### src/sv/scws_pkg.sv
`timescale 1ns / 1ps
// ----------------------------------------------------------------------------
// scws_pkg
// Shared constants, register codes and the scan tag type of the spike count
// winner select block.
// ----------------------------------------------------------------------------
package scws_pkg;

    // Default sizes of the counter table.
    localparam int DEF_MAX_GROUPS = 16;
    localparam int DEF_MAX_UNITS  = 16;
    localparam int DEF_COUNT_BITS = 16;

    // Group and unit fields are four bits wide, so at most 16 of each are used.
    localparam int FIELD_LIMIT = 16;

    // Configuration register indexes.
    localparam logic CFG_GROUPS_IN_USE = 1'b0;
    localparam logic CFG_UNITS_IN_USE  = 1'b1;

    // Reset value of both configuration registers.
    localparam logic [4:0] REG_RESET = 5'd16;

    // Largest value of the winner count field.
    localparam logic [15:0] RES_COUNT_TOP = 16'hFFFF;

    // Tag that travels with each counter read during a check sweep.
    typedef struct packed {
        logic       first;   // first unit of a group
        logic       in_use;  // entry is inside the groups and units in use
        logic       emit;    // last unit of a group in use: give a result
        logic       last;    // this group is the last one in use
        logic [3:0] grp;     // group number of the entry
        logic [3:0] unit;    // unit number of the entry
    } t_scan_tag;

    // Clamp a register value to the range 1 .. limit.
    function automatic logic [4:0] clamp_use(input logic [4:0] v, input logic [4:0] limit);
        logic [4:0] res;
        if (v == 5'd0) begin
            res = 5'd1;
        end else if (v > limit) begin
            res = limit;
        end else begin
            res = v;
        end
        return res;
    endfunction

endpackage

### src/sv/scws_winner.sv
`timescale 1ns / 1ps
// ----------------------------------------------------------------------------
// scws_winner
// Compare stage of the check sweep: tracks the greatest count of each group
// as the counters stream out of the table, and holds each group result in
// the output register until the receiver takes it.
// ----------------------------------------------------------------------------
module scws_winner #(
    parameter int COUNT_BITS = scws_pkg::DEF_COUNT_BITS
) (
    input  logic                  i_clk,
    input  logic                  i_rst_n,
    input  logic                  i_issue,
    input  scws_pkg::t_scan_tag   i_tag,
    input  logic [COUNT_BITS-1:0] i_rd_data,
    output logic                  o_busy,
    output logic                  o_stall,
    output logic                  o_m_tvalid,
    input  logic                  i_m_tready,
    output logic [31:0]           o_m_tdata,  // result_group, has_winner, winner_unit,
                                              // winner_count, zero fill
    output logic                  o_m_tlast   // last_result
);

    localparam int WB = (COUNT_BITS > 16) ? COUNT_BITS : 16;

    logic                  r_cmp_vld;
    logic                  n_cmp_vld;
    scws_pkg::t_scan_tag   r_tag;
    logic [COUNT_BITS-1:0] r_best;
    logic [COUNT_BITS-1:0] n_best;
    logic [3:0]            r_best_unit;
    logic [3:0]            n_best_unit;
    logic                  r_found;
    logic                  n_found;
    logic                  r_out_vld;
    logic                  n_out_vld;
    logic [3:0]            r_out_grp;
    logic                  r_out_has;
    logic [3:0]            r_out_unit;
    logic [15:0]           r_out_count;
    logic                  r_out_last;
    logic [COUNT_BITS-1:0] w_cur_best;
    logic                  w_upd;
    logic                  w_consume;
    logic [WB-1:0]         w_best_wide;
    logic [15:0]           w_best_sat;

    // The stage waits when a group result is due and the output word is still held.
    assign o_stall   = r_cmp_vld && r_tag.emit && r_out_vld && !i_m_tready;
    assign w_consume = r_cmp_vld && !o_stall;
    assign o_busy    = r_cmp_vld;

    // Running maximum; only a strictly greater count replaces the winner.
    always_comb begin
        w_cur_best  = r_tag.first ? '0 : r_best;
        w_upd       = r_tag.in_use && (i_rd_data > w_cur_best);
        n_best      = w_upd ? i_rd_data : w_cur_best;
        n_best_unit = w_upd ? r_tag.unit : (r_tag.first ? 4'd0 : r_best_unit);
        n_found     = w_upd || (!r_tag.first && r_found);
        w_best_wide = WB'(n_best);
        w_best_sat  = (w_best_wide > WB'(scws_pkg::RES_COUNT_TOP)) ?
                      scws_pkg::RES_COUNT_TOP : w_best_wide[15:0];
    end

    // Valid of the compare stage and of the output word.
    always_comb begin
        n_cmp_vld = i_issue || o_stall;
        n_out_vld = r_out_vld && !i_m_tready;
        if (w_consume && r_tag.emit) begin
            n_out_vld = 1'b1;
        end
    end

    always_ff @(posedge i_clk) begin
        if (!i_rst_n) begin
            r_cmp_vld <= 1'b0;
            r_out_vld <= 1'b0;
        end else begin
            r_cmp_vld <= n_cmp_vld;
            r_out_vld <= n_out_vld;
        end
    end

    // Payload registers of the compare stage and the output word.
    always_ff @(posedge i_clk) begin
        if (i_issue) begin
            r_tag <= i_tag;
        end
        if (w_consume) begin
            r_best      <= n_best;
            r_best_unit <= n_best_unit;
            r_found     <= n_found;
            if (r_tag.emit) begin
                r_out_grp   <= r_tag.grp;
                r_out_has   <= n_found;
                r_out_unit  <= n_best_unit;
                r_out_count <= w_best_sat;
                r_out_last  <= r_tag.last;
            end
        end
    end

    assign o_m_tvalid = r_out_vld;
    assign o_m_tdata  = {7'd0, r_out_count, r_out_unit, r_out_has, r_out_grp};
    assign o_m_tlast  = r_out_last;

endmodule

### config.mk
export PLATFORM = sky130hd
export DESIGN_NAME = scws_winner
export DESIGN_NICKNAME = d
export VERILOG_FILES = /design/src/sv/scws_pkg.sv /design/src/sv/scws_winner.sv
export SDC_FILE = /design/constraint.sdc
export NUM_CORES = 1
export LEC_CHECK = 0
export BUFFER_PORTS_ARGS = -buffer_cell sky130_fd_sc_hd__buf_2
export CAP_MARGIN = 20
export CELL_PAD_IN_SITES_DETAIL_PLACEMENT = 0
export CELL_PAD_IN_SITES_GLOBAL_PLACEMENT = 1
export CORE_UTILIZATION = 42
export DETAILED_ROUTE_END_ITERATION = 8
export PLACE_DENSITY = 0.85
export SETUP_SLACK_MARGIN = 0.2
export SYNTH_ARGS = -nofsm -noshare
export SYNTH_HDL_FRONTEND = slang
export SYNTH_SLANG_ARGS = --single-unit
### constraint.sdc
create_clock -name i_clk -period 3.4 [get_ports i_clk]
set_input_delay 0.51 -clock i_clk [delete_from_list [all_inputs] [get_ports i_clk]]
set_output_delay 0.51 -clock i_clk [all_outputs]
set_load 0.02 [all_outputs]
# Word level (Yosys, flattened, before mapping)
# Cells that the tools add are included.
totals:
  regBits: 61
  latch_bits: 0
  ram_bits: 0
  mem_bits_ro: 0
  output_inout_bits: 36
  wordCells: 37
  memories: 0
classes:
  add_sub_neg: 0
  n_mul: 0
  div: 0
  order_cmp: 2
  n_eq_ne: 0
  shifts: 0
  mux: 5
  bitwise_logic: 0
  reduce_logical: 14
op_table:
  columns: ["cell", "n"]
  rows:
  - ["$mux 16", 2]
  - ["$gt 16x16->1", 1]
  - ["$gt 16x16->1 const B", 1]
  - ["$logic_and 1x1->1", 8]
  - ["$mux 4", 2]
  - ["$logic_not 1->1", 3]
  - ["$logic_or 1x1->1", 2]
  - ["$reduce_and 2->1", 1]
  - ["$mux 1", 1]

# Depth between registers and ports, before layout
# Gate-level depths: netlist (run 1).
depth:
  depth_word: 7
  depth_mapped: 10

# Worst setup path after synthesis (run 1)
# Ideal clock, no wire load.
synth_timing:
  kind: "flip-flop to flip-flop"
  start: "register r_tag[11] (netlist name)"
  end: "register r_best[0], data pin"
  setup_ns: 0.266
  arrival_ns: 2.631
  t_required_ns: 3.134
  path_slack_ns: 0.503
  path_stages_with_launch: 11
  n_path_buf: 2
  synth_period_minus_slack_ns: 2.897
  path_cell_list: "edfxtp_1 -> inv_1 -> clkbuf_1 -> nand2_1 -> ha_1 -> nand4_1 -> or2_1 -> a211o_1 -> a31oi_2 -> buf_6 -> mux2_1"
synth_between:
  elab_chain_len: 4
synth_rtl:
  columns: ["element", "line", "rtl"]
  rows:
  - ["from (decl)", "scws_winner.sv:29", "scws_pkg::t_scan_tag r_tag;"]
  - ["from (signal assigned)", "scws_winner.sv:88", "r_tag <= i_tag;"]
  - ["$mux 16 (*)", "scws_winner.sv:56", "w_cur_best = r_tag.first ? '0 : r_best;"]
  - ["$gt 16x16->1", "scws_winner.sv:57", "w_upd = r_tag.in_use && (i_rd_data > w_cur_best);"]
  - ["$logic_and 1x1->1", "scws_winner.sv:57", null]
  - ["$mux 16 (*)", "scws_winner.sv:58", "n_best = w_upd ? i_rd_data : w_cur_best;"]
  - ["via n_best[0]", "scws_winner.sv:31", "logic [COUNT_BITS-1:0] n_best;"]
  - ["to (signal assigned)", "scws_winner.sv:91", "r_best <= n_best;"]
  - ["to (decl)", "scws_winner.sv:30", "logic [COUNT_BITS-1:0] r_best;"]
# Mark *: on every way through the listed nets, which the timed path passes. The rest lies on a longest branch.
# A chain may end at the register's enable or synchronous reset.

# Worst setup path after layout (run 1)
layout_timing:
  start: "register r_tag[11] (netlist name)"
  end: "register r_out_unit[2], data pin"
layout_between:
  elab_chain_len: 4
  elab_cells_between_ends: 5
  cone_classes: "1 x order compare; 3 x mux; 1 x reduce/logical"
layout_rtl:
  columns: ["element", "line", "rtl"]
  rows:
  - ["$mux 16", "scws_winner.sv:56", null]
  - ["$gt 16x16->1", "scws_winner.sv:57", null]
  - ["$logic_and 1x1->1", "scws_winner.sv:57", null]
  - ["$mux 4 (*)", "scws_winner.sv:59", "n_best_unit = w_upd ? r_tag.unit : (r_tag.first ? 4'd0 : r_best_unit);"]
  - ["via n_best_unit[2]", "scws_winner.sv:33", "logic [3:0] n_best_unit;"]
  - ["to (signal assigned)", "scws_winner.sv:97", "r_out_unit <= n_best_unit;"]
  - ["to (decl)", "scws_winner.sv:40", "logic [3:0] r_out_unit;"]
# Marked as above.

==> results, run 1 <==
- STA puts the critical path data required time at between 3000 and 4000 ps.
- The largest delay contributor family on the critical path is buffers and inverters.
- Counting along the longest clock path gives a buffer depth of 2.
- Clock-pin slew was measured on the worst setup and hold paths at ~70 ps.
- The floorplan step set the die height to about 82 um.
- The flow ran to the end, and the final reports show no timing, DRC or antenna violations.
- The I/O pin total is 68.
- The finished cells cover approximately 0.0033 sq mm.
- Of all cell types, the one taking the most synthesized area is sky130_fd_sc_hd__edfxtp_1.
- The hold-fix buffer count after cts is 0.
- Based on the critical path, the design can be clocked at up to ~340 MHz.
- The number of sinks handled by clock tree synthesis is ~60.
- Synthesis produced 180 cells.
- The share of synthesized area in the top cell type comes to 0.665.
- The number of antenna diodes in the final layout is 0.
- The routed layout has between 1500 and 2000 vias.
- Leaving out fill and tap cells, the most frequent cell in the layout is sky130_fd_sc_hd__buf_2.
- The number of max-slew violations in the final report is 0.
- The worst-case setup margin in the final layout is between 400 and 500 ps.
- The hold violation total from the final report is 0.
- Of the synthesized area, sequential elements account for 0.680.
- Walking the worst path, the cells encountered are clkinvlp_4 -> buf_4 -> nand2_1 -> ha_1 -> nand4_1 -> or2_1 -> a211o_1 -> a31oi_2 -> buf_4 -> mux2_1.
- In the synthesized netlist the dominant register cell turns out to be sky130_fd_sc_hd__edfxtp_1.
- The final worst clock skew is approximately 6.9 ps.
- For this design the ratio of total power to cell area is roughly 510 mW/mm^2.
- The first-pass GRT wire length is between 7000 and 8000 um.
- Setup violations remaining at the end of the flow were counted as 0.
- The number of synthesized flops with an enable pin is just under 60.
- Across the run, the number of max-cap violations was 0.
- The warning count from the yosys run is 0.
- Among the stages of the critical path, the cell type that occurs most often is sky130_fd_sc_hd__buf_4.
- Buffers placed on the I/O ports in this run total 60.
- In the post-synthesis netlist, the biggest area contributors are sky130_fd_sc_hd__edfxtp_1 (66%), sky130_fd_sc_hd__ha_1 (7.5%), sky130_fd_sc_hd__mux2i_1 (5.6%), sky130_fd_sc_hd__buf_4 (2.5%), sky130_fd_sc_hd__nand2_1 (2.5%).
- The congestion estimate from routability-driven global placement came to around 0.8.
- Once placement finished, the instance area stood at ~0.003 sq mm.
- The fraction of layout instances using a drive strength above 1 is 0.347.
- The analysis attributes to cell leakage a power of between 1 and 1.5 nW.
- The final routed wirelength across all metal layers is ~4800 um.
- The top cell types in the final layout, fill and taps aside, are sky130_fd_sc_hd__buf_2 (60), sky130_fd_sc_hd__edfxtp_1 (59), sky130_fd_sc_hd__nand2_1 (18).
- The tree is rooted in a sky130_fd_sc_hd__clkbuf_8.
- The critical path in this run is classified as flop to flop.
- The count of distinct cell types in the synthesized netlist is 29.
- The residual antenna-violating net count after detailed routing is 0.
- The detailed-placement wirelength estimate is 3200 um.
- STA classifies the critical path startpoint as a flop.
- CTS built an H-tree with a depth of 3.
- The floorplan has 28 rows.
- The largest vdd supply drop is roughly 0.27 mV.
- The number of detailed-route iterations in the first pass is 4.
- The cell with the largest stage delay on the worst path is sky130_fd_sc_hd__edfxtp_1.
- The synthesized netlist occupies a cell area of ~0.0027 sq mm.
- The initial core utilization is 0.442.
- The async set-reset flop share out of synthesis is 0.
- The final net count is 302.
- The total core area is 0.00603 sq mm.
- The average detailed-routed wire length per instance is 14.4 um.
- The clock period minus worst slack is just under 3000 ps.
- The type of the most critical hold path is primary input to flop.
- The global routing usage summed across all routing layers is 0.158.
- The sum of negative setup slack is 0 ps.
- The CTS tree is yes.
- The die is 81.7 um wide.
- The worst hold margin is 347 ps.
- Dividing the final minimum period by the clock period gives 0.868.
- The register bit total from synthesis is between 60 and 70.
- In the routed layout, each cell is associated on average with a via count of 4.76.
- The latest clock arrival within the worst-skew pair is approximately 330 ps.
- Summed over all layers, the global routing overflow is 0.
- The largest single stage delay on the critical path is 510 ps.
- Setup repair after global routing left no endpoint under its margin.
- The initial antenna violation count is 0.
- The count of unresolved DRC violations after routing is 0.
- The number of clock buffers added by TritonCTS is 9.
- The arrival time reported for the critical path endpoint is around 3000 ps.
- In this run the mean area of a mapped cell was between 10 and 15 sq um.
- Counting both buffers and inverters, the worst setup path holds a total of 3.
- The kind of end point of the critical path is a flop.
- Entering global routing, the biggest net connects 22 pins.
- The die covers roughly 0.0067 sq mm.
- From synthesis to final layout, the design area changed by 22.2%.
- The number of global-route vias before repair came to ~1600.
- The top fanout value on the critical path is 12.
- In this run, the number of DRC markers left after iteration 0 of detailed routing was 46.
- The worst-case setup slack after placement is 205 ps.
==> metal layers <==
layer / track usage / vias to the layer above / share of wire
li1: - / 789 / -
met2: 0.248 / 53 / 0.49
met5: 0 / - / 0
met3: 0.0633 / 7 / 0.050
met1: 0.196 / 742 / 0.44
met4: 0.0579 / 0 / 0.016
==> per-stage QoR <==
stage / power (mW) / instances / utilization
floorplan: 1.05 / 186 / -
global placement: 1.11 / 314 / 0.504
detailed placement: 1.11 / 314 / 0.504
CTS: 1.67 / 330 / 0.533
global route: 1.74 / 334 / 0.540
finish: 1.66 / 334 / 0.540
==> final cells by class <==
class / count / area, sq um
Clock buffer: 9 / 124
Inverter: 17 / 67.6
Tap cell: 75 / 93.8
Sequential cell: 61 / 1810
Multi-Input combinational cell: 97 / 736
Clock inverter: 7 / 51.3
Fill cell: 512 / 2770
Timing Repair Buffer: 68 / 373
==> repair_timing <==
action / 4_1_cts / 5_1_grt
endpoints found under the hold margin: 0 / 0
resized for setup: 1 / 0
endpoints found under the setup margin: 4 / 4
setup buffers: 0 / 4
==> synth_stat cells, types with 2 or more instances <==
library cell                n
sky130_fd_sc_hd__edfxtp_1  59
sky130_fd_sc_hd__mux2i_1   15
sky130_fd_sc_hd__buf_4      9
sky130_fd_sc_hd__ha_1      16
sky130_fd_sc_hd__inv_1     17
sky130_fd_sc_hd__nand2_1   18
sky130_fd_sc_hd__mux2_1     4
sky130_fd_sc_hd__nand4_1    4
sky130_fd_sc_hd__dfxtp_1    2
sky130_fd_sc_hd__a21boi_0   2
sky130_fd_sc_hd__a21oi_1    6
sky130_fd_sc_hd__nor2b_1    8
sky130_fd_sc_hd__nor2_1     4
==> registers in the layout, indices dropped and copies added (netlist names) <==
signal and cells:
o_busy 1, r_out_grp 4, r_best 16, r_best_unit 4, o_m_tlast 1, r_found 1, r_tag 12, r_out_unit 4
o_m_tvalid 1, r_out_has 1, r_out_count 16
==> final timing paths <==
check,start,endpoint,slack [ps],cells after the start
min,i_tag[6],r_tag[6]$_DFFE_PP_,350,1
min reg2reg,r_tag[6]$_DFFE_PP_,r_out_grp[2]$_DFFE_PP_,420,0
max,r_tag[11]$_DFFE_PP_,r_out_unit[2]$_DFFE_PP_,450,10
max reg2reg,r_tag[11]$_DFFE_PP_,r_out_unit[2]$_DFFE_PP_,450,10
==> logic make-up after synthesis <==
kind of cell / synth area share
DFF: 0.680
and+or+nand+nor: 0.0657
buffers and inverters: 0.0549
muxes: 0.0775
AOI/OAI and AO/OA: 0.0455
adders and majority gates: 0.0751
other: 0.00141
==> power breakdown <==
group | switching, mW | internal, mW
logic | 0.124 | 0.0843
registers | 0.0131 | 0.885
clock network | 0.290 | 0.266
Power figures use the tool's default switching activity.
==> inputs of run 2 (changes only) <==
- GPL_TIMING_DRIVEN: default -> 0
==> results, run 2 (synthesized netlist as in run 1, its figures left out) <==
- The data required time of the worst path is 3480 ps (about the same).
- The number of H-tree levels is 3 (unchanged).
- The worst setup path is captured at a flop.
- The number of detailed-route iterations in the first pass is 4 (unchanged).
- For this design, the slowest cell found on the critical path is sky130_fd_sc_hd__edfxtp_1.
- The quantity of I/O buffers inserted on ports is 60 (unchanged).
- The number of setup violations in the final report is 0 (unchanged).
- The delay of the slowest critical-path stage was 490 ps (-20 ps).
- Leaving out fill and tap cells, the most frequent cell in the layout is sky130_fd_sc_hd__buf_2.
- The met1 wire length is 2050 um (-2.5%).
- The total number of vias was 1615 (+1.5%).
- The first-pass GRT wire length is 7130 um (-3.6%).
- The area enclosed by the die boundary is 0.00667 sq mm (unchanged).
- TritonCTS built the clock tree.
- The height of the chip is 81.7 um (unchanged).
- The top fanout value on the critical path came to 10 (-2).
- The number of rows created at floorplan came to 28 (unchanged).
- The total clock buffers created by CTS is 9 (unchanged).
- The logic depth of the worst setup path including buffers is 10 (unchanged).
- The length in cells of the worst reg-to-reg path is 10 (unchanged).
- The total overflow reported by the global router is 0 (unchanged).
- Setup repair after global routing left no endpoint under its margin.
- The clock slew at the register clock pins of the worst setup and hold paths is 80 ps (about the same).
- The final weighted congestion of routability-driven global placement is 0.787 (+0.51%).
- The timing-limited maximum frequency is 332 MHz (-2.0%).
- The worst slew slack as a fraction of its limit is 0.569.
- The largest vdd supply drop is 0.290 mV (+7.3%).
- The total power per unit cell area came to 523 mW/mm^2 (+2.6%).
- The detailed-placement wirelength estimate is 3220 um (+0.66%).
- The transition time of the tightest slew-check pin is 646 ps.
- The count of unresolved DRC violations after routing came to 0 (unchanged).
- The sum of buffers and inverters on the critical path is 3 (unchanged).
- The root buffer cell is sky130_fd_sc_hd__clkbuf_8.
- The number of diodes came to 0 (unchanged).
- The layout overhead on the synthesized area is 27.7%.
- The number of sinks handled by clock tree synthesis is 61 (unchanged).
- The latest clock arrival within the worst-skew pair is 340 ps (about the same).
- The I/O pin total is 68 (unchanged).
- The iteration-0 DRC count of the detailed router is 66 (+43%).
- The largest delay contributor family on the critical path is simple AND/OR/NAND/NOR gates.
- The clock period minus worst slack came to 3010 ps (+60.0 ps).
- The signal on the critical path passes through inv_4 -> clkbuf_4 -> nand2_1 -> ha_1 -> nand4_1 -> or2_1 -> a211o_1 -> a31oi_2 -> buf_6 -> mux2_1.
- The final worst-path cycle share is 0.886 (+0.0177).
- In the final layout, the registers with the most flip-flops are r_best: 16 flops, r_out_count: 16 flops, r_tag: 12 flops.
- The final net count is 315 (+4.3%).
- The average detailed-routed wire length per instance is 13.3 um (-7.7%).
- The arrival time reported for the critical path endpoint is 3100 ps (+70 ps).
- The met3 routed wirelength is 252 um (+4.1%).
- The post-route non-filler standard cell count is 347 (+3.9%).
- The min-delay analysis places its worst path in the category primary input to flop.
- STA classifies the critical path startpoint as a flop.
- The hold violation total from the final report was 0 (unchanged).
- The number of vias per cell is 4.65 (-2.3%).
- The setup path with the least slack is of type flop to flop.
- The run finished with clean final reports.
- The final worst clock skew is 12.7 ps (+5.85 ps).
- The leakage dissipation is 1.45 nW (+6.8%).
- The final-layout fill cell count is 507 (-0.98%).
- The largest net degree at the start of global routing came to 18 (-18%).
- The total core area is 0.00603 sq mm (unchanged).
- The met2 wirelength from detailed routing was 2180 um (-8.4%).
- The number of global-route vias before repair is 1546 (-1.6%).
- The fraction of layout instances using a drive strength above 1 is 0.379 (+0.0312).
- The number of instances on the worst hold path is 1 (unchanged).
- The final routed wirelength across all metal layers is 4600 um (-4.1%).
- The residual antenna-violating net count after detailed routing is 0 (unchanged).
- The number of max-slew violations in the final report came to 0 (unchanged).
- The initial antenna violation count is 0 (unchanged).
- The die extent in x was 81.7 um (unchanged).
- Signal routing reaches up to met4.
- The placed instance count was 323 (+2.9%).
- The overall power consumption is 1.78 mW (+7.1%).
- The initial core utilization is 0.442 (unchanged).
- The sum of negative setup slack is 0 ps (unchanged).
- The top cell types in the final layout, fill and taps aside, are sky130_fd_sc_hd__buf_2 (60), sky130_fd_sc_hd__edfxtp_1 (59), sky130_fd_sc_hd__nand2_1 (18).
- The global routing usage summed across all routing layers is 0.155 (-0.00301).
- The buffer levels on the longest clock path is 2 (unchanged).
- The number of maximum-capacitance violations is 0 (unchanged).
[run 2: cell types whose count changed in the layout (fill, tap and decap cells not counted)]
cell                         previous run  this run
sky130_fd_sc_hd__buf_4                  7        17
sky130_fd_sc_hd__clkinv_2               2         0
sky130_fd_sc_hd__clkinvlp_4             3         1
sky130_fd_sc_hd__inv_6                  1         3
sky130_fd_sc_hd__buf_12                 1         0
sky130_fd_sc_hd__buf_16                 0         1
sky130_fd_sc_hd__buf_6                  0         1
sky130_fd_sc_hd__buf_8                  0         1
sky130_fd_sc_hd__bufinv_16              0         1
sky130_fd_sc_hd__clkbuf_4               0         1
sky130_fd_sc_hd__inv_4                  0         1
[run 2: area by class of cell]
cell class                 count  area, sq um  area share
clock buffer                   9          124      0.0364
sequential                    61         1810       0.533
inverter                      17         66.3      0.0195
buffer                        11         86.3      0.0254
clock inverter                 7         81.3      0.0239
tap                           75         93.8      0.0276
multi-input combinational     97          736       0.216
timing repair buffer          70          403       0.118
[run 2: worst paths after layout]
kind / start / endpoint / slack, ps
max: r_tag[11]$_DFFE_PP_ / r_best_unit[1]$_DFFE_PP_ / 390
min: i_tag[2] / r_tag[2]$_DFFE_PP_ / 340
max reg2reg: r_tag[11]$_DFFE_PP_ / r_best_unit[1]$_DFFE_PP_ / 390
min reg2reg: r_tag[4]$_DFFE_PP_ / r_out_grp[0]$_DFFE_PP_ / 420
[run 2: metal layers]
layer  vias up  track usage
li1        815            -
met1       740        0.188
met2        50        0.241
met3        10       0.0378
met4         0        0.111
met5         -            0
[run 2: repair_timing]
item                                    in CTS  in global routing
gates resized for setup                      3                  1
hold buffers                                 0                  0
endpoints found under the setup margin      42                 16
hold endpoints to repair                     0                  0
setup buffers                                0                  8
[run 2: metrics by stage]
stage / setup slack, ps / area (sq um) / hold WS, ps / utilization
after floorplan: 503 / 2690 / 400 / -
after global placement: -132 / 3080 / 401 / 0.511
after detailed placement: -77.4 / 3130 / 405 / 0.520
after CTS: 260 / 3340 / 321 / 0.554
after global routing: 226 / 3400 / 322 / 0.565
final: 388 / 3400 / 340 / 0.565
[run 2: worst reg2reg max path: stages (launching register included)]
cell                       delay, ps
sky130_fd_sc_hd__edfxtp_1        490
sky130_fd_sc_hd__inv_4           140
sky130_fd_sc_hd__clkbuf_4        210
sky130_fd_sc_hd__nand2_1         100
sky130_fd_sc_hd__ha_1            300
sky130_fd_sc_hd__nand4_1         180
sky130_fd_sc_hd__or2_1           290
sky130_fd_sc_hd__a211o_1         240
sky130_fd_sc_hd__a31oi_2         270
sky130_fd_sc_hd__buf_6           180
sky130_fd_sc_hd__mux2_1          350
[run 2: power breakdown]
| part | internal (mW) | switching, mW |
|---|---|---|
| Combinational | 0.0994 | 0.126 |
| Clock | 0.348 | 0.311 |
| Sequential | 0.884 | 0.0114 |
| Total | 1.33 | 0.449 |
